$ cat src/design/look_at_view_matrix_defines.svh
// ---------------------------------------------------------------------------
// look_at_view_matrix defines
// assertion macros used by the look-at view matrix queue
// ---------------------------------------------------------------------------
`ifndef LOOK_AT_VIEW_MATRIX_DEFINES_SVH
`define LOOK_AT_VIEW_MATRIX_DEFINES_SVH

// same-cycle implication, sampled on clk, off during rst
`define LAV_ASSERT_NOW(label, a, b, msg) \
  label: assert property (@(posedge clk) disable iff (rst) (a) |-> (b)) else $error(msg);

// next-cycle implication, sampled on clk, off during rst
`define LAV_ASSERT_NEXT(label, a, b, msg) \
  label: assert property (@(posedge clk) disable iff (rst) (a) |=> (b)) else $error(msg);

`endif

$ cat src/design/lav_pkg.sv
// ---------------------------------------------------------------------------
// lav_pkg
// types and fixed constants of the look-at view matrix block
// ---------------------------------------------------------------------------
`default_nettype none

package lav_pkg;

  localparam int IN_W      = 32;
  localparam int DIR_W     = IN_W + 1;
  localparam int NORM_BITS = 30;
  localparam int QDEPTH    = 2;
  localparam int QPTR_W    = $clog2(QDEPTH);
  localparam int QCNT_W    = $clog2(QDEPTH + 1);

  typedef enum logic {
    AIM_DIR    = 1'b0,
    AIM_TARGET = 1'b1
  } aim_mode_t;

  typedef struct packed {
    logic [2:0][DIR_W-1:0] dir;
    logic [2:0][IN_W-1:0]  pos;
    logic [2:0][IN_W-1:0]  up;
  } lav_item_t;

endpackage

`default_nettype wire

$ cat src/design/lav_front.sv
// ---------------------------------------------------------------------------
// lav_front
// accepts items and turns a target point into an aim direction
// ---------------------------------------------------------------------------
`default_nettype none

module lav_front (
  input  logic                              push,
  input  logic                              full,
  input  logic                              action,
  input  logic signed [lav_pkg::IN_W-1:0]   pos [3],
  input  logic signed [lav_pkg::IN_W-1:0]   aim [3],
  input  logic signed [lav_pkg::IN_W-1:0]   up  [3],
  output logic                              wr_en,
  output lav_pkg::lav_item_t                item
);

  lav_pkg::aim_mode_t mode;

  assign mode  = lav_pkg::aim_mode_t'(action);
  assign wr_en = push && !full;

  always_comb begin
    for (int i = 0; i < 3; i++) begin
      item.pos[i] = pos[i];
      item.up[i]  = up[i];
      case (mode)
        lav_pkg::AIM_TARGET: begin
          item.dir[i] = lav_pkg::DIR_W'(aim[i]) - lav_pkg::DIR_W'(pos[i]);
        end
        default: begin
          item.dir[i] = lav_pkg::DIR_W'(aim[i]);
        end
      endcase
    end
  end

endmodule

`default_nettype wire

$ cat config.mk
export PLATFORM = sky130hd
export DESIGN_NAME = lav_front
export DESIGN_NICKNAME = d
export VERILOG_FILES = /design/src/design/look_at_view_matrix_defines.svh /design/src/design/lav_pkg.sv /design/src/design/lav_front.sv
export SDC_FILE = /design/constraint.sdc
export NUM_CORES = 1
export LEC_CHECK = 0
export BUFFER_PORTS_ARGS = -buffer_cell sky130_fd_sc_hd__buf_2
export CAP_MARGIN = 20
export CORE_AREA = 2 2 227 229
export DETAILED_ROUTE_END_ITERATION = 8
export DIE_AREA = 0 0 229 231
export SLEW_MARGIN = 5
export SYNTH_ARGS = -nofsm -noshare
export SYNTH_HDL_FRONTEND = slang
export SYNTH_SLANG_ARGS = --single-unit
$ cat constraint.sdc
create_clock -name vclk -period 3
set_input_delay 0.15 -clock vclk [all_inputs]
set_output_delay 0.15 -clock vclk [all_outputs]
set_load 0.05 [all_outputs]
* Word level (Yosys, flattened, before mapping)
Index checks and enable logic that the tools add are counted.
Storage, ports and cells: input bits 291, word-level logic and storage cells 8, flip-flop bits (word level) 0, output and inout port bits 292
Cells by class: reductions and logical operators 2, add/sub/neg operators 3, muxes and demuxes 3
Operators with widths (number):
- $mux W33 | 3
- $sub A32 B32 Y33 | 3
- $logic_and A1 B1 Y1 | 1
- $logic_not A1 Y1 | 1

* Depth between registers and ports, before layout
depth in word-level cells 2, gate-level depth with buffers 12, depth with buffers taken out 12

* Worst setup path before layout
No wires, ideal clock.
path kind input to output, from input aim[64] (netlist bit), to output item[222] (netlist bit), data arrival time 3288 ps, stages 12, slack -438 ps, required time 2850 ps, path buffers 0, cells stage by stage inv_1 -> ha_1 -> fa_1 -> nor2b_1 -> o31a_2 -> o221ai_2 -> o311a_1 -> o211ai_1 -> nand2_1 -> o2111ai_1 -> xnor2_1 -> o21ai_0
RTL lines:
- start, declared | RTL line lav_front.sv:12 | input logic signed [lav_pkg::IN_W-1:0] aim [3],
- end, declared | RTL line lav_front.sv:15 | output lav_pkg::lav_item_t item

==> flow_summary.toml <==
[timing]
rsz0062_at_grt = "true"
timing.final.crit_share = 1.04
totalNegativeSetupSlack_ns = -0.193
max_freq_mhz = 320
layout_min_cycle_time_ns = 3.13
final-setup-viol-count = 2
tightest_slew_ns = 0.912
timing.final.hold_violations = 0
setup_slack_ns = -0.126
max-slew-margin-rel = 0.388
final-max-slew-violation-count = 0

[pwr]
power_switching_mw = 2.12
intPower_mw = 1.23
p_leak_nw = 5.43
pwr-share-clk = 0
p_per_area_nw_per_um2 = 313
p_seq_frac = 0
p_comb_frac = 1.000
max-vdd-ir-drop_mv = 0.179
switching_share = 0.632

[place]
place_area_um2 = 9980
dp_cells = 2048
portBuffers = 391
place.detailed.hpwl_um = 26700
place_congestion = 0.925

[drt]
wl_per_cell_um = 15.0
route.vias.total = 8568
ant_nets = 0
drc_errors = 0
wirelength_um = 30900
drt_iter0_drc = 284
drtPass1Iterations = 5
routed_via_density = 4.16

[finish]
n_fill_cell = 5735
layoutNonFillerInstCount = 2061
nClkBuffers = 0
final_nets = 1773
nFlopsAndLatches = 0
area_delta_synth_final_pct = 36.8
antennaDiodeCount = 0
postLayoutCellArea_um2 = 10700
register_area_um2 = 0
drive_above_1_share = 0.491

[worst_setup_path]
critical_path.max_stage_delay_ns = 0.35
cp_cell_sequence = "buf_8, ha_4, fa_2, nor2b_2, o31a_2, o221ai_2, o311a_4, o211ai_1, nand2_1, o2111ai_4, buf_6, a2111oi_4, a311o_1, buf_12"
required_ns = 2.85
endpoint_kind = "output port"
worstPathMaxFanout = 2
crit_arrival_ns = 2.98
slowest_stage = "fa_2"
start_kind = "input port"
critPathKind = "in2out"

[yosys]
synth_top_family_by_area = "buffers and inverters"
ys_seq_area_frac = 0
ys_warn_count = 0
synthAdderAreaFrac = 0.161
synth_compound_area_frac = 0.254
synthMuxAreaShare = 0.103
synth-xor-area-share = 0.0917
synth_simple_gate_area_frac = 0.134
yosysUniqueCellTypes = 79
synth_nets = 1477
synth_area_um2 = 7830
synth_cells = 1087
avgSynthCellArea_um2 = 7.20

[grt]
antenna_found_initial = 1
grt_max_degree = 62
grt_pass1_vias = 8131
grt-ovfl-total = 0
grt_usage = 0.106
grt_pass1_wl_um = 44800

[run]
maxCapViolCount = 0

[floorplan]
ios = 583
coreArea_um2 = 50700
dieArea_um2 = 52900
die_h_um = 231
rows = 83
start_util = 0.154
die_w_um = 229

[outcome]
violations = "negative setup slack"
outcome = "complete, but fails checks"

[hold_path]
min_path_type = "in2out"
## path summary, 6_finish.rpt
| path | start | to | cells past startpoint |
|---|---|---|---|
| max | pos[64] | item[224] | 14 |
| min | up[19] | item[83] | 0 |
## power by group through the flow
stage	clock network, mW	logic, mW	registers, mW
2_1_floorplan	0	2.63	0
3_3_place_gp	0	3.15	0
3_5_place_dp	0	3.14	0
4_1_cts	0	3.23	0
5_1_grt	0	3.56	0
6_report	0	3.35	0
## layout by cell type (no fill, tap or decap), drive strengths merged, types with 6 or more instances in the layout
cell type / synthesis / final
o31ai: 6 / 6
nand2: 45 / 45
a31o: 7 / 7
ha: 96 / 96
a31oi: 13 / 13
a21oi: 88 / 88
a21o: 51 / 51
and2: 7 / 7
xnor2: 59 / 59
o21ai: 42 / 42
o21a: 14 / 14
mux2: 68 / 68
nor2: 61 / 61
a221oi: 6 / 6
xor2: 23 / 23
o21bai: 6 / 6
nand2b: 15 / 15
o211ai: 10 / 10
buf: 194 / 508
a211oi: 6 / 6
nand3: 16 / 16
nor2b: 17 / 17
inv: 120 / 120
nor3: 13 / 13
and3: 9 / 9
## per-layer routing
metal	share of wire	GRT usage	up-vias
li1	-	-	4202
met1	0.42	0.129	3874
met2	0.48	0.193	434
met3	0.070	0.0177	56
met4	0.029	0.0254	2
met5	0.00042	0	-
## cell type report
| class | instances | area (um^2) | area share |
|---|---|---|---|
| Multi-Input combinational cell | 751 | 6350 | 0.593 |
| Timing Repair Buffer | 509 | 3050 | 0.285 |
| Tap cell | 680 | 851 | 0.0794 |
| Inverter | 121 | 457 | 0.0426 |
## metrics by stage
stage               total power [mW]  hold WS (ns)  utilization  worst slack, ns
floorplan                       2.63         0.467            -          -0.0633
global placement                3.15         0.300        0.197           -0.492
detailed placement              3.14         0.300        0.197           -0.512
CTS                             3.23         0.300        0.202           -0.162
global route                    3.56         0.300        0.211           -0.181
finish                          3.35         0.300        0.211           -0.126
## kinds of logic after synthesis
logic type	Yosys count
compound gates	288
simple gates	210
fa+ha+maj	99
xor+xnor	82
buf+inv	336
mux	72
## cells in the mapped netlist (15+ instances only)
cell	number	area, um^2
a21o_1	50	375
a21oi_1	86	430
buf_4	192	1440
clkbuf_1	20	75.1
ha_1	96	1200
inv_1	120	450
mux2_2	67	754
nand2_1	45	169
nand2b_1	15	93.8
nand3_1	16	80.1
nor2_1	61	229
nor2b_1	17	106
o21ai_0	40	200
xnor2_1	59	517
xor2_1	23	201
## worst max-delay path: cells and delay by family
kind | cells | cell delay, ns
AO/OA/AOI/OAI | 7 | 1.56
adder cells (fa/ha/maj) | 2 | 0.50
buffers and inverters | 3 | 0.43
AND/OR/NAND/NOR | 2 | 0.31
## timing repair
action / CTS / global route
setup buffers: 5 / 11
pin swaps: 18 / 42
hold buffers: 0 / 0
gates resized for setup: 59 / 81
setup endpoints to repair: 31 / 37
(Power assumes the default switching activity.)
