==> src/design/look_at_view_matrix_defines.svh <==
// ---------------------------------------------------------------------------
// look_at_view_matrix defines
// assertion macros used by the look-at view matrix queue
// ---------------------------------------------------------------------------
`ifndef LOOK_AT_VIEW_MATRIX_DEFINES_SVH
`define LOOK_AT_VIEW_MATRIX_DEFINES_SVH

// same-cycle implication, sampled on clk, off during rst
`define LAV_ASSERT_NOW(label, a, b, msg) \
  label: assert property (@(posedge clk) disable iff (rst) (a) |-> (b)) else $error(msg);

// next-cycle implication, sampled on clk, off during rst
`define LAV_ASSERT_NEXT(label, a, b, msg) \
  label: assert property (@(posedge clk) disable iff (rst) (a) |=> (b)) else $error(msg);

`endif

==> src/design/lav_pkg.sv <==
// ---------------------------------------------------------------------------
// lav_pkg
// types and fixed constants of the look-at view matrix block
// ---------------------------------------------------------------------------
`default_nettype none

package lav_pkg;

  localparam int IN_W      = 32;
  localparam int DIR_W     = IN_W + 1;
  localparam int NORM_BITS = 30;
  localparam int QDEPTH    = 2;
  localparam int QPTR_W    = $clog2(QDEPTH);
  localparam int QCNT_W    = $clog2(QDEPTH + 1);

  typedef enum logic {
    AIM_DIR    = 1'b0,
    AIM_TARGET = 1'b1
  } aim_mode_t;

  typedef struct packed {
    logic [2:0][DIR_W-1:0] dir;
    logic [2:0][IN_W-1:0]  pos;
    logic [2:0][IN_W-1:0]  up;
  } lav_item_t;

endpackage

`default_nettype wire

==> src/design/lav_queue.sv <==
// ---------------------------------------------------------------------------
// lav_queue
// short item queue between the front and the back
// ---------------------------------------------------------------------------
`default_nettype none
`include "look_at_view_matrix_defines.svh"

module lav_queue (
  input  logic               clk,
  input  logic               rst,
  input  logic               wr_en,
  input  lav_pkg::lav_item_t wr_data,
  input  logic               rd_en,
  output lav_pkg::lav_item_t rd_data,
  output logic               full,
  output logic               valid
);

  lav_pkg::lav_item_t             entry [lav_pkg::QDEPTH];
  logic [lav_pkg::QPTR_W-1:0]     wr_ptr;
  logic [lav_pkg::QPTR_W-1:0]     rd_ptr;
  logic [lav_pkg::QCNT_W-1:0]     count;

  assign full    = (count == lav_pkg::QCNT_W'(lav_pkg::QDEPTH));
  assign valid   = (count != '0);
  assign rd_data = entry[rd_ptr];

  always_ff @(posedge clk) begin
    if (wr_en) begin
      entry[wr_ptr] <= wr_data;
    end
  end

  always_ff @(posedge clk) begin
    if (rst) begin
      wr_ptr <= '0;
      rd_ptr <= '0;
      count  <= '0;
    end else begin
      if (wr_en) begin
        wr_ptr <= (wr_ptr == lav_pkg::QPTR_W'(lav_pkg::QDEPTH - 1)) ? '0 : wr_ptr + 1'b1;
      end
      if (rd_en) begin
        rd_ptr <= (rd_ptr == lav_pkg::QPTR_W'(lav_pkg::QDEPTH - 1)) ? '0 : rd_ptr + 1'b1;
      end
      if (wr_en && !rd_en) begin
        count <= count + 1'b1;
      end else if (rd_en && !wr_en) begin
        count <= count - 1'b1;
      end
    end
  end

  `LAV_ASSERT_NOW(a_no_read_empty, rd_en, count != '0, "queue read while empty")
  `LAV_ASSERT_NOW(a_no_write_full, wr_en, !full, "queue write while full")
  `LAV_ASSERT_NEXT(a_fill_step, wr_en && !rd_en, count == $past(count) + 1'b1,
    "queue count did not step up")

endmodule

`default_nettype wire

==> config.mk <==
export PLATFORM = sky130hd
export DESIGN_NAME = lav_queue
export DESIGN_NICKNAME = d
export VERILOG_FILES = /design/src/design/lav_pkg.sv /design/src/design/lav_queue.sv
export VERILOG_INCLUDE_DIRS = /design/src /design/src/design
export SDC_FILE = /design/constraint.sdc
export NUM_CORES = 1
export LEC_CHECK = 0
export BUFFER_PORTS_ARGS = -buffer_cell sky130_fd_sc_hd__buf_2
export CAP_MARGIN = 5
export CORE_AREA = 8 8 225 227
export DETAILED_ROUTE_END_ITERATION = 10
export DIE_AREA = 0 0 233 235
export GPL_TIMING_DRIVEN = 0
export HOLD_SLACK_MARGIN = 0.15
export PLACE_DENSITY = 0.69
export REMOVE_ABC_BUFFERS = 1
export SETUP_SLACK_MARGIN = 0.15
export SYNTH_ARGS = -nofsm -noshare
export SYNTH_HDL_FRONTEND = slang
export SYNTH_SLANG_ARGS = --single-unit
export TNS_END_PERCENT = 10
==> constraint.sdc <==
create_clock -name clk -period 19.55 [get_ports clk]
set_input_delay 0.9775 -clock clk [delete_from_list [all_inputs] [get_ports clk]]
set_output_delay 0.9775 -clock clk [all_outputs]
set_load 0.01 [all_outputs]
; After elaboration in Yosys (flattened, before gate mapping)
; Memories as Yosys holds them, arrays and structs flattened. A register that Yosys moved wholly into a read port is not among the register bits.
; Cells that the tools add are included.
[totals]
regBits = 4
ram_bits = 582
in_bits = 295
mem_count = 1
[classes]
add_sub_neg = 4
n_eq_ne = 1
n_mux = 8
reduce_logical = 6
[memory_table]
columns = memory, words, width, rd, rd_clocked_by_memory_dff, write_ports, line_no
row1 = entry, 2, 291, 1, 1, 1, lav_queue.sv:19  ; lav_pkg::lav_item_t entry [lav_pkg::QDEPTH];
[op_table]
columns = operator, n
row1 = 1-bit two-way mux, 6
row2 = 2-bit two-way mux, 2
row3 = 2-bit nonzero test, 2
row4 = 1-bit adder (second input constant), 2
row5 = 2-bit by 1-bit adder with 2-bit output (second input constant), 1
row6 = 2-bit == test (second input constant), 1
row7 = 1-bit logical AND, 2
row8 = 1-bit zero test, 2
row9 = 2-bit by 1-bit subtractor with 2-bit output (second input constant), 1

; Longest topological paths before layout
; Gate-level depths: netlist (run 1).
[depth]
depth_word = 4
ltp_mapped = 5

; Worst setup path after synthesis (run 1)
; OpenSTA, ideal clock, no wires.
[synth_path]
kind = in2reg
from = in wr_en
to = mem entry[0][0] (netlist name) (enable)
setup_ns = 0.984
arrival_ns = 13.488
required_time_ns = 18.566
setup_slack_ns = 5.078
cell_stages = 1
path_buffers = 0
cell_sequence = nor2b_1
[synth_via]
elab_chain_len = 2
[synth_rtl]
columns = item, line_no
row1 = from (decl), lav_queue.sv:11  ; input logic wr_en,
row2 = 1-bit two-way mux, lav_queue.sv:29  ; if (wr_en) begin
row3 = 1-bit two-way mux (not written as such), lav_queue.sv:30  ; entry[wr_ptr] <= wr_data;
row4 = to (decl), lav_queue.sv:19
; Every way passes these cells.

==> results of run 1 <==
==> cell type report <==
class / count / area [µm²] / area share
flip-flops and latches: 587 / 17600 / 0.654
clock buffers: 76 / 1580 / 0.0589
well taps: 615 / 769 / 0.0286
multi-input cells: 307 / 3390 / 0.126
inverters: 1 / 3.75 / 0.000140
clock inverters: 23 / 153 / 0.00568
diodes: 14 / 35.0 / 0.00130
repair buffers: 605 / 3370 / 0.125
==> worst max-delay path, cell delays in order, from the launching register on <==
cell and delay, ns:
dfxtp_4 0.90, buf_16 0.36, buf_16 0.33, mux2_2 0.41, buf_2 0.16
==> logic make-up after synthesis <==
group	count (synthesis)
AO/OA/AOI/OAI	2
XOR/XNOR	4
adder cells (fa/ha/maj)	1
buffers and inverters	33
flip-flops	587
multiplexers	291
AND/OR/NAND/NOR	9
==> cells in the mapped netlist, drive strengths merged <==
cell type,instances,area share
edfxtp,582,0.82
mux2,291,0.15
clkbuf,29,0.019
dfxtp,5,0.0047
nor2,4,0.00070
buf,3,0.0016
nor2b,2,0.00058
xnor2,2,0.00082
xor2,2,0.00082
a21oi,1,0.00023
and2,1,0.00029
ha,1,0.00058
inv,1,0.00018
o21ai,1,0.00023
or2,1,0.00029
or3,1,0.00029
==> flip-flops by register name (all words and copies together), names as in the netlist, named ones only <==
register  cells
entry       582
count         2
rd_ptr        1
wr_ptr        1
==> metrics by stage <==
stage	hold WS, ns	total power, mW	util	setup slack, ns	area (µm²)
after floorplan	0.456	1.72	-	5.08	21000
after global placement	0.485	1.91	0.523	-2.57	24700
after detailed placement	0.528	1.84	0.533	16.16	25100
after CTS	0.522	2.86	0.569	15.65	26800
after global routing	0.533	2.93	0.570	15.55	26900
final	0.539	2.83	0.570	15.71	26900
==> layout by cell type (no fill, tap or decap) <==
master     instances
dfxtp_1            4
diode_2           14
nor2_1             4
or3_1              1
mux2_2           291
clkinv_2          11
buf_16             9
o21ai_0            1
and2_4             1
nor2b_1            1
xnor2_1            2
ha_1               1
buf_12             9
clkinv_1          10
bufinv_16          2
a21oi_1            1
clkbuf_1          15
edfxtp_1         582
nor2b_4            1
dfxtp_4            1
clkbuf_16         61
buf_2            587
xor2_1             2
or2_2              1
inv_1              1
==> path summary, 6_finish.rpt <==
check	endpoint	slack, ns	depth (start not counted)
hold / removal	rd_ptr$_SDFFE_PP0P_	0.54	2
hold reg to reg	rd_ptr$_SDFFE_PP0P_	0.54	2
setup / recovery	rd_data[2]	15.71	4
setup reg to reg	entry[0][12]$_DFFE_PP_	16.98	6
==> power groups by stage <==
stage | Clock, mW | Sequential (mW) | Combinational [mW]
6_report | 1.02 | 1.49 | 0.317
5_1_grt | 1.09 | 1.50 | 0.340
4_1_cts | 1.05 | 1.49 | 0.324
3_5_place_dp | 0 | 1.52 | 0.322
3_3_place_gp | 0 | 1.58 | 0.326
2_1_floorplan | 0 | 1.55 | 0.168
==> metal layers <==
| metal | wire, µm | part of all wire | vias up |
|---|---|---|---|
| li1 | - | - | 5006 |
| met1 | 17500 | 0.35 | 5503 |
| met2 | 26000 | 0.52 | 409 |
| met3 | 4740 | 0.096 | 88 |
| met4 | 1330 | 0.027 | 8 |
| met5 | 46 | 0.00093 | - |
==> key figures, run 1 <==
Floorplanning
  • Top Ports: 588
  • Die Y: 235 µm
  • Placement row count: 80
  • Die area: 54800 µm²
  • Die span in x: 233 µm
  • Starting Density: 0.454
  • CORE AREA: 47100 µm²

CTS
  • Quantity of gates resized following cts: 0
  • CTS root buffer: clkbuf_16
  • TritonCTS clock tree: yes
  • Hold Buf Count CTS: 0
  • Clock transition at the registers of the reported paths: 0.06 ns
  • Clock insertion delay at the later pin of the skew report: 0.59 ns
  • Post-CTS setup buffer count: 0
  • Num CTS Buffers: 58
  • Clk buf depth: 3
  • CTS sink count: 587
  • H-tree levels: 2

Place
  • Final GP Congestion: 0.790
  • Cell count after placement: 2115
  • IO buf count: 587
  • DP HPWL: 35800 µm

Global route
  • Overall Global Routing Usage: 0.174
  • Vias in the first global route: 11800
  • Grt met3 use: 0.0649
  • Initial antenna violation count: 15
  • Grt met2 use: 0.306
  • GRT overflow: 0
  • GRT busiest layer: met2
  • Largest net degree at the start of global routing: 67
  • First-pass GRT wire length: 72100 µm
  • M1 GR Usage: 0.187

Outcome
  • Status: finished, final reports clean

STA
  • Slew of the pin with the lowest slew margin: 0.872 ns
  • Setup TNS: 0 ns
  • Relative max-transition margin: 0.418
  • Post-route clock skew: 0.0132 ns
  • FMAX: 0.261 GHz
  • Final Setup Violations: 0
  • Hold Vio Cnt, Final: 0
  • Period utilization: 0.196
  • Slew Limit Fails: 0
  • RSZ-0062 raised after global routing: false
  • Min Clock Period, post-route: 3.84 ns

Layout
  • Share of cells above drive strength 1: 0.609
  • FILL cells: 3641
  • Nets: 1856
  • Area delta synth->final: 25.6%
  • Fin cells: 2228

Synth
  • Post-Syn Area per Cell: 23.1 µm²
  • Main combinational cell family by area after synthesis: multiplexers
  • #FFs+latches synth: 587
  • Synth Instances: 927
  • Synthesized area: 21400 µm²
  • Simple-gate share of the synthesized area: 0.00216
  • Distinct cell type count after synthesis: 16
  • Seq/Total Area, Yosys: 0.822
  • Synth Area in XOR/XNOR: 0.00164
  • Adder-Cell Fraction of Synth Area: 0.000585
  • Post-synthesis compound-gate area fraction: 0.000468
  • Synth warn: 0
  • Post-synthesis mux area share: 0.153

Pwr
  • Comb power frac: 0.112
  • Switching share of total power: 0.222
  • Clock network power share: 0.362
  • Pwr/cell area: 105 nW/µm²
  • VDD IR max: 96.0 µV
  • Leak: 10.0 nW
  • Power Internal: 2.20 mW
  • Sw Pwr: 0.627 mW
  • Sequential share of power: 0.526

Route
  • DRT Pass-1 Iters: 4
  • WL per Instance: 22.3 µm
  • 1st-iter DRT viols: 593
  • WL final: 49700 µm
  • # DRC: 0
  • Avg Vias per Cell: 4.94
  • Via count: 11000
  • Routed Antenna Nets: 0

Worst setup path
  • Critical path launch point type: flip-flop
  • Worst R2R Start: wr_ptr$_SDFFE_PP0P_
  • WP data required: 18.57 ns
  • Crit path DAT: 2.86 ns
  • Crit. End Element: output pin
  • Setup CP Type: flip-flop to output pin
  • CP Max Fanout: 66

Min path
  • Min-delay worst type: flip-flop to flip-flop
  • HP Start: rd_ptr$_SDFFE_PP0P_

Flow run
  • # Max-Cap Violations: 0
Note: power is estimated with default switching activity, not from simulation.
==> run 2: changes to the inputs <==
- CORE_AREA: 8 8 225 227 -> default
- CORE_MARGIN: default -> 8
- CORE_UTILIZATION: default -> 47
- DIE_AREA: 0 0 233 235 -> default
- PLACE_DENSITY: 0.69 -> 0.74
- clock period: 19.55 -> 3.1 ns (I/O delays scaled with it)
==> run 2 against run 1 <==
Sequential power grew to 6.3 times the previous value. Wire length rose by 13%. Die area shrank 3.9%. Power grew to 6.4 times the previous value. Critical endpoint is now rd_data[13]. Highest routed layer unchanged.
==> key figures, run 2 (synthesized netlist as in run 1, its figures left out) <==
Floorplanning
  • Starting Density: 0.473
  • Top Ports: 588
  • Die Y: 229 µm
  • Placement row count: 78
  • Die area: 52600 µm²
  • CORE AREA: 45200 µm²
  • Die span in x: 229 µm

STA
  • Relative max-transition margin: 0.500
  • Hold Vio Cnt, Final: 0
  • WHS: 0.293 ns
  • Slew of the pin with the lowest slew margin: 0.748 ns
  • Min Clock Period, post-route: 2.69 ns
  • Final Setup Violations: 0
  • Slew Limit Fails: 0
  • Post-route clock skew: 0.00918 ns
  • FMAX: 0.372 GHz
  • Period utilization: 0.867
  • RSZ-0062 raised after global routing: false

Place
  • Final GP Congestion: 0.771
  • Post-DP Area: 25100 µm²
  • IO buf count: 587
  • DP HPWL: 35900 µm

Layout
  • Share of cells above drive strength 1: 0.513
  • Most common cell after layout, fill and taps aside: buf_2
  • Top register by number of flip-flops: entry
  • Commonest non-fill, non-tap cells in the layout: buf_2, edfxtp_1, dlygate4sd3_1
  • Register Area: 17600 µm²
  • Util after Layout: 0.659
  • FILL cells: 2870
  • Post-route cell area: 29800 µm²
  • Top flop regs: entry (582), count (2)
  • Multi-input gate area: 3390 µm²
  • Area delta synth->final: 39.2%
  • Max FFs per register: 582
  • Nets: 2151

Pwr
  • Pwr/cell area: 604 nW/µm²
  • VDD IR max: 473 µV
  • Leak: 11.2 nW
  • Total power: 18.0 mW

Route
  • WL per Instance: 22.4 µm
  • DRT Pass-1 Iters: 4
  • WL final: 56000 µm
  • # DRC: 0
  • 1st-iter DRT viols: 787
  • Via count: 12500
  • Routed Antenna Nets: 0
  • Avg Vias per Cell: 4.98

Global route
  • GRT overflow: 0
  • Grt met2 use: 0.374
  • First-pass GRT wire length: 82900 µm
  • Overall Global Routing Usage: 0.205
  • Vias in the first global route: 13700
  • GRT busiest layer: met2
  • M1 GR Usage: 0.216
  • Initial antenna violation count: 9
  • Grt met3 use: 0.0705
  • Largest net degree at the start of global routing: 69

Worst setup path
  • Critical path launch point type: flip-flop
  • CP Max Fanout: 68
  • Crit-path cells: buf_16 -> buf_16 -> mux2_2 -> buf_2
  • CP max-delay cell: dfxtp_4
  • Worst path max stage delay: 0.58 ns
  • Setup CP Type: flip-flop to output pin
  • WP data required: 2.94 ns
  • CP dominant cell by count: buf_16
  • Crit path DAT: 2.53 ns
  • Crit. End Element: output pin

Outcome
  • Status: finished, final reports clean

CTS
  • Clock insertion delay at the later pin of the skew report: 0.58 ns
  • CTS sink count: 587
  • Clk buf depth: 3
  • Quantity of gates resized following cts: 0
  • CTS root buffer: clkbuf_16
  • TritonCTS clock tree: yes
  • Num CTS Buffers: 55
  • H-tree levels: 2
  • Clock transition at the registers of the reported paths: 0.06 ns

Min path
  • Min-delay worst type: input pin to flip-flop

Flow run
  • # Max-Cap Violations: 0
## run 2: cell count changes in the layout (fill, tap and decap cells not counted), sizes merged
cell,change
buf,+3
bufinv,-1
clkbuf,-2
clkinvlp,+3
diode,-6
dlygate4sd3,+295
inv,+1
## run 2: final timing paths
check / from / endpoint / slack, ns / depth (start not counted)
max: flip-flop / rd_data[13] / 0.41 / 4
min: wr_data[190] / entry[1][190]$_DFFE_PP_ / 0.29 / 2
max reg2reg: wr_ptr$_SDFFE_PP0P_ / entry[1][57]$_DFFE_PP_ / 0.73 / 4
min reg2reg: count[1]$_SDFFE_PP0P_ / count[1]$_SDFFE_PP0P_ / 0.53 / 2
## run 2: area by class of cell
| type | count | area share |
|---|---|---|
| Sequential cell | 587 | 0.590 |
| Timing Repair Buffer | 903 | 0.215 |
| Multi-Input combinational cell | 307 | 0.114 |
| Clock buffer | 74 | 0.0500 |
| Tap cell | 600 | 0.0252 |
| Clock inverter | 26 | 0.00538 |
| Antenna cell | 8 | 0.000672 |
| Inverter | 1 | 0.000126 |
## run 2: critical path: cells and delay by family (launching register included)
kind / cells / cell delay (ns)
muxes: 1 / 0.43
DFF: 1 / 0.58
buffers and inverters: 3 / 0.81
## run 2: metrics by stage
| stage | TNS (ns) | setup WS (ns) | std cells |
|---|---|---|---|
| after floorplan | -5891.66 | -11.03 | 895 |
| after global placement | - | -18.13 | 2082 |
| after detailed placement | 0 | 0.692 | 2102 |
| after CTS | 0 | 0.207 | 2497 |
| after global routing | 0 | 0.300 | 2506 |
| final | 0 | 0.411 | 2506 |
## run 2: routing by layer
layer | up-vias | routed length, µm
li1 | 5582 | -
met5 | - | 24
met4 | 4 | 1970
met2 | 588 | 29900
met1 | 6190 | 19100
met3 | 112 | 5020
## run 2: what timing repair did
item | in CTS | in global routing
hold buffers | 295 | 0
endpoints found under the setup margin | 0 | 9
hold endpoints to repair | 605 | 0
buffers inserted | 0 | 1
## run 2: power by group
part	internal [mW]	switching [mW]	leakage, nW
Sequential	9.27	0.125	5.50
Clock	3.45	2.76	0.795
Combinational	1.18	1.22	4.91
==> run 3: changes to the inputs <==
- CORE_MARGIN: 8 -> 10
==> run 3 against run 2 <==
Sequential share of layout area is 0.094 points lower. Die area is 3.5% higher. Cell area is 0.16% higher. Core utilization is 0.11 points higher. Power is 2.6% higher. Register-to-register slack better by 0.03 ns. Non-clock buffer count is 2 lower. Combinational power hardly changed. Global-route usage is 0.19 points higher. Fmax is 2.5% lower. Sequential power hardly changed. Worst setup slack worse by 0.068 ns.
==> key figures, run 3 (synthesized netlist as in run 1, its figures left out) <==
STA
  • Final Setup Violations: 0
  • Hold Vio Cnt, Final: 0
  • Relative max-transition margin: 0.368
  • Min Clock Period, post-route: 2.76 ns
  • Period utilization: 0.889
  • FMAX: 0.363 GHz
  • RSZ-0062 raised after global routing: false
  • Post-route clock skew: 0.0124 ns
  • Slew of the pin with the lowest slew margin: 0.948 ns
  • Slew Limit Fails: 0

Pwr
  • Sw Pwr: 4.16 mW
  • Pwr/cell area: 619 nW/µm²
  • Comb power frac: 0.130
  • Switching share of total power: 0.225
  • VDD IR max: 559 µV
  • Clock network power share: 0.360
  • Power Internal: 14.3 mW
  • Leak: 11.2 nW
  • Total power: 18.5 mW
  • Sequential share of power: 0.509

Layout
  • Post-route cell area: 29800 µm²
  • Commonest non-fill, non-tap cells in the layout: buf_2, edfxtp_1, dlygate4sd3_1
  • Share of cells above drive strength 1: 0.516
  • FILL cells: 2846
  • Area delta synth->final: 39.5%
  • Top flop regs: entry (582), count (2)
  • Max FFs per register: 582
  • Util after Layout: 0.660
  • Top register by number of flip-flops: entry
  • Nets: 2149
  • Most common cell after layout, fill and taps aside: buf_2
  • Fin cells: 2498

Flow run
  • # Max-Cap Violations: 0

Place
  • DP HPWL: 35400 µm
  • IO buf count: 587
  • Post-DP Area: 25100 µm²
  • Final GP Congestion: 0.782
  • Cell count after placement: 2100

Route
  • Avg Vias per Cell: 5.02
  • DRT Pass-1 Iters: 5
  • WL per Instance: 23.3 µm
  • # DRC: 0
  • 1st-iter DRT viols: 981
  • Via count: 12500
  • Routed Antenna Nets: 0
  • WL final: 58300 µm

Worst setup path
  • Crit path DAT: 2.60 ns
  • Crit. End Element: output pin
  • WP data required: 2.94 ns
  • CP dominant cell by count: buf_16
  • Worst R2R Start: wr_ptr$_SDFFE_PP0P_
  • Critical path launch point type: flip-flop
  • Worst path max stage delay: 0.66 ns
  • Crit-path cells: buf_16 -> buf_16 -> mux2_2 -> buf_2
  • Setup CP Type: flip-flop to output pin
  • CP Max Fanout: 66
  • CP max-delay cell: dfxtp_4

Min path
  • HP Start: wr_data[275]
  • Min-delay worst type: input pin to flip-flop

CTS
  • H-tree levels: 2
  • CTS sink count: 587
  • Clock insertion delay at the later pin of the skew report: 0.58 ns
  • Clk buf depth: 3
  • Num CTS Buffers: 55
  • CTS root buffer: clkbuf_16
  • TritonCTS clock tree: yes
  • Clock transition at the registers of the reported paths: 0.07 ns

Floorplanning
  • Die span in x: 233 µm
  • Placement row count: 78
  • Starting Density: 0.473
  • Die area: 54500 µm²
  • Die Y: 233 µm
  • CORE AREA: 45200 µm²
  • Top Ports: 588

Global route
  • Vias in the first global route: 13700
  • First-pass GRT wire length: 84900 µm
  • GRT overflow: 0
  • Overall Global Routing Usage: 0.207
  • Initial antenna violation count: 4
  • Largest net degree at the start of global routing: 67

Outcome
  • Status: finished, final reports clean
## run 3: cell count changes in the layout (fill, tap and decap cells not counted)
cell,change
buf_12,+1
clkbuf_8,+4
clkinv_4,-1
diode_2,-3
clkbuf_1,-1
clkinvlp_4,-1
bufinv_16,+4
buf_16,-3
clkinv_1,-7
inv_8,-1
## run 3: path summary, 6_finish.rpt
check	to	slack [ns]	cells after the start
setup / recovery	rd_data[205]	0.34	4
hold / removal	entry[1][275]$_DFFE_PP_	0.29	2
setup reg to reg	entry[1][252]$_DFFE_PP_	0.76	3
hold reg to reg	rd_ptr$_SDFFE_PP0P_	0.53	2
## run 3: through the flow
step / hold slack (ns) / setup WS (ns) / setup TNS (ns)
finish: 0.293 / 0.343 / 0
global route: 0.265 / 0.221 / 0
CTS: 0.246 / 0.297 / 0
detailed placement: 0.346 / 0.704 / 0
global placement: 0.342 / -17.98 / -
floorplan: 0.224 / -11.03 / -5891.66
## run 3: what timing repair did
| action | in CTS | in global routing |
|---|---|---|
| setup endpoints to repair | 4 | 0 |
| buffers inserted | 1 | 0 |
| hold buffers | 295 | 0 |
| endpoints found under the hold margin | 608 | 0 |
| resized for setup | 0 | 0 |
## run 3: worst max-delay path, delay by kind of cell (launching register included)
kind	cells	cell delay, ns
flops	1	0.66
buf+inv	3	0.83
mux	1	0.41
## run 3: cell type report
type                       count  area, µm²  area share
sequential                   587      17600       0.589
timing repair buffer         901       6330       0.212
multi-input combinational    307       3390       0.114
clock buffer                  77       1540      0.0517
tap                          600        751      0.0252
clock inverter                20        226     0.00759
antenna                        5       12.5    0.000419
inverter                       1       3.75    0.000126
## run 3: metal layers
layer	vias to the layer above	track usage	share of wire
met4	2	0.0753	0.033
met5	-	0	0.00012
li1	5575	-	-
met2	599	0.381	0.54
met3	113	0.0650	0.092
met1	6257	0.217	0.33
## run 3: power by group through the flow
| stage | clock network [mW] | registers, mW | logic [mW] |
|---|---|---|---|
| after floorplan | 0 | 9.80 | 1.06 |
| after global placement | 0 | 9.97 | 2.04 |
| after detailed placement | 0 | 9.56 | 2.02 |
| after CTS | 6.72 | 9.39 | 2.37 |
| after global routing | 7.08 | 9.44 | 2.55 |
| final | 6.66 | 9.41 | 2.40 |
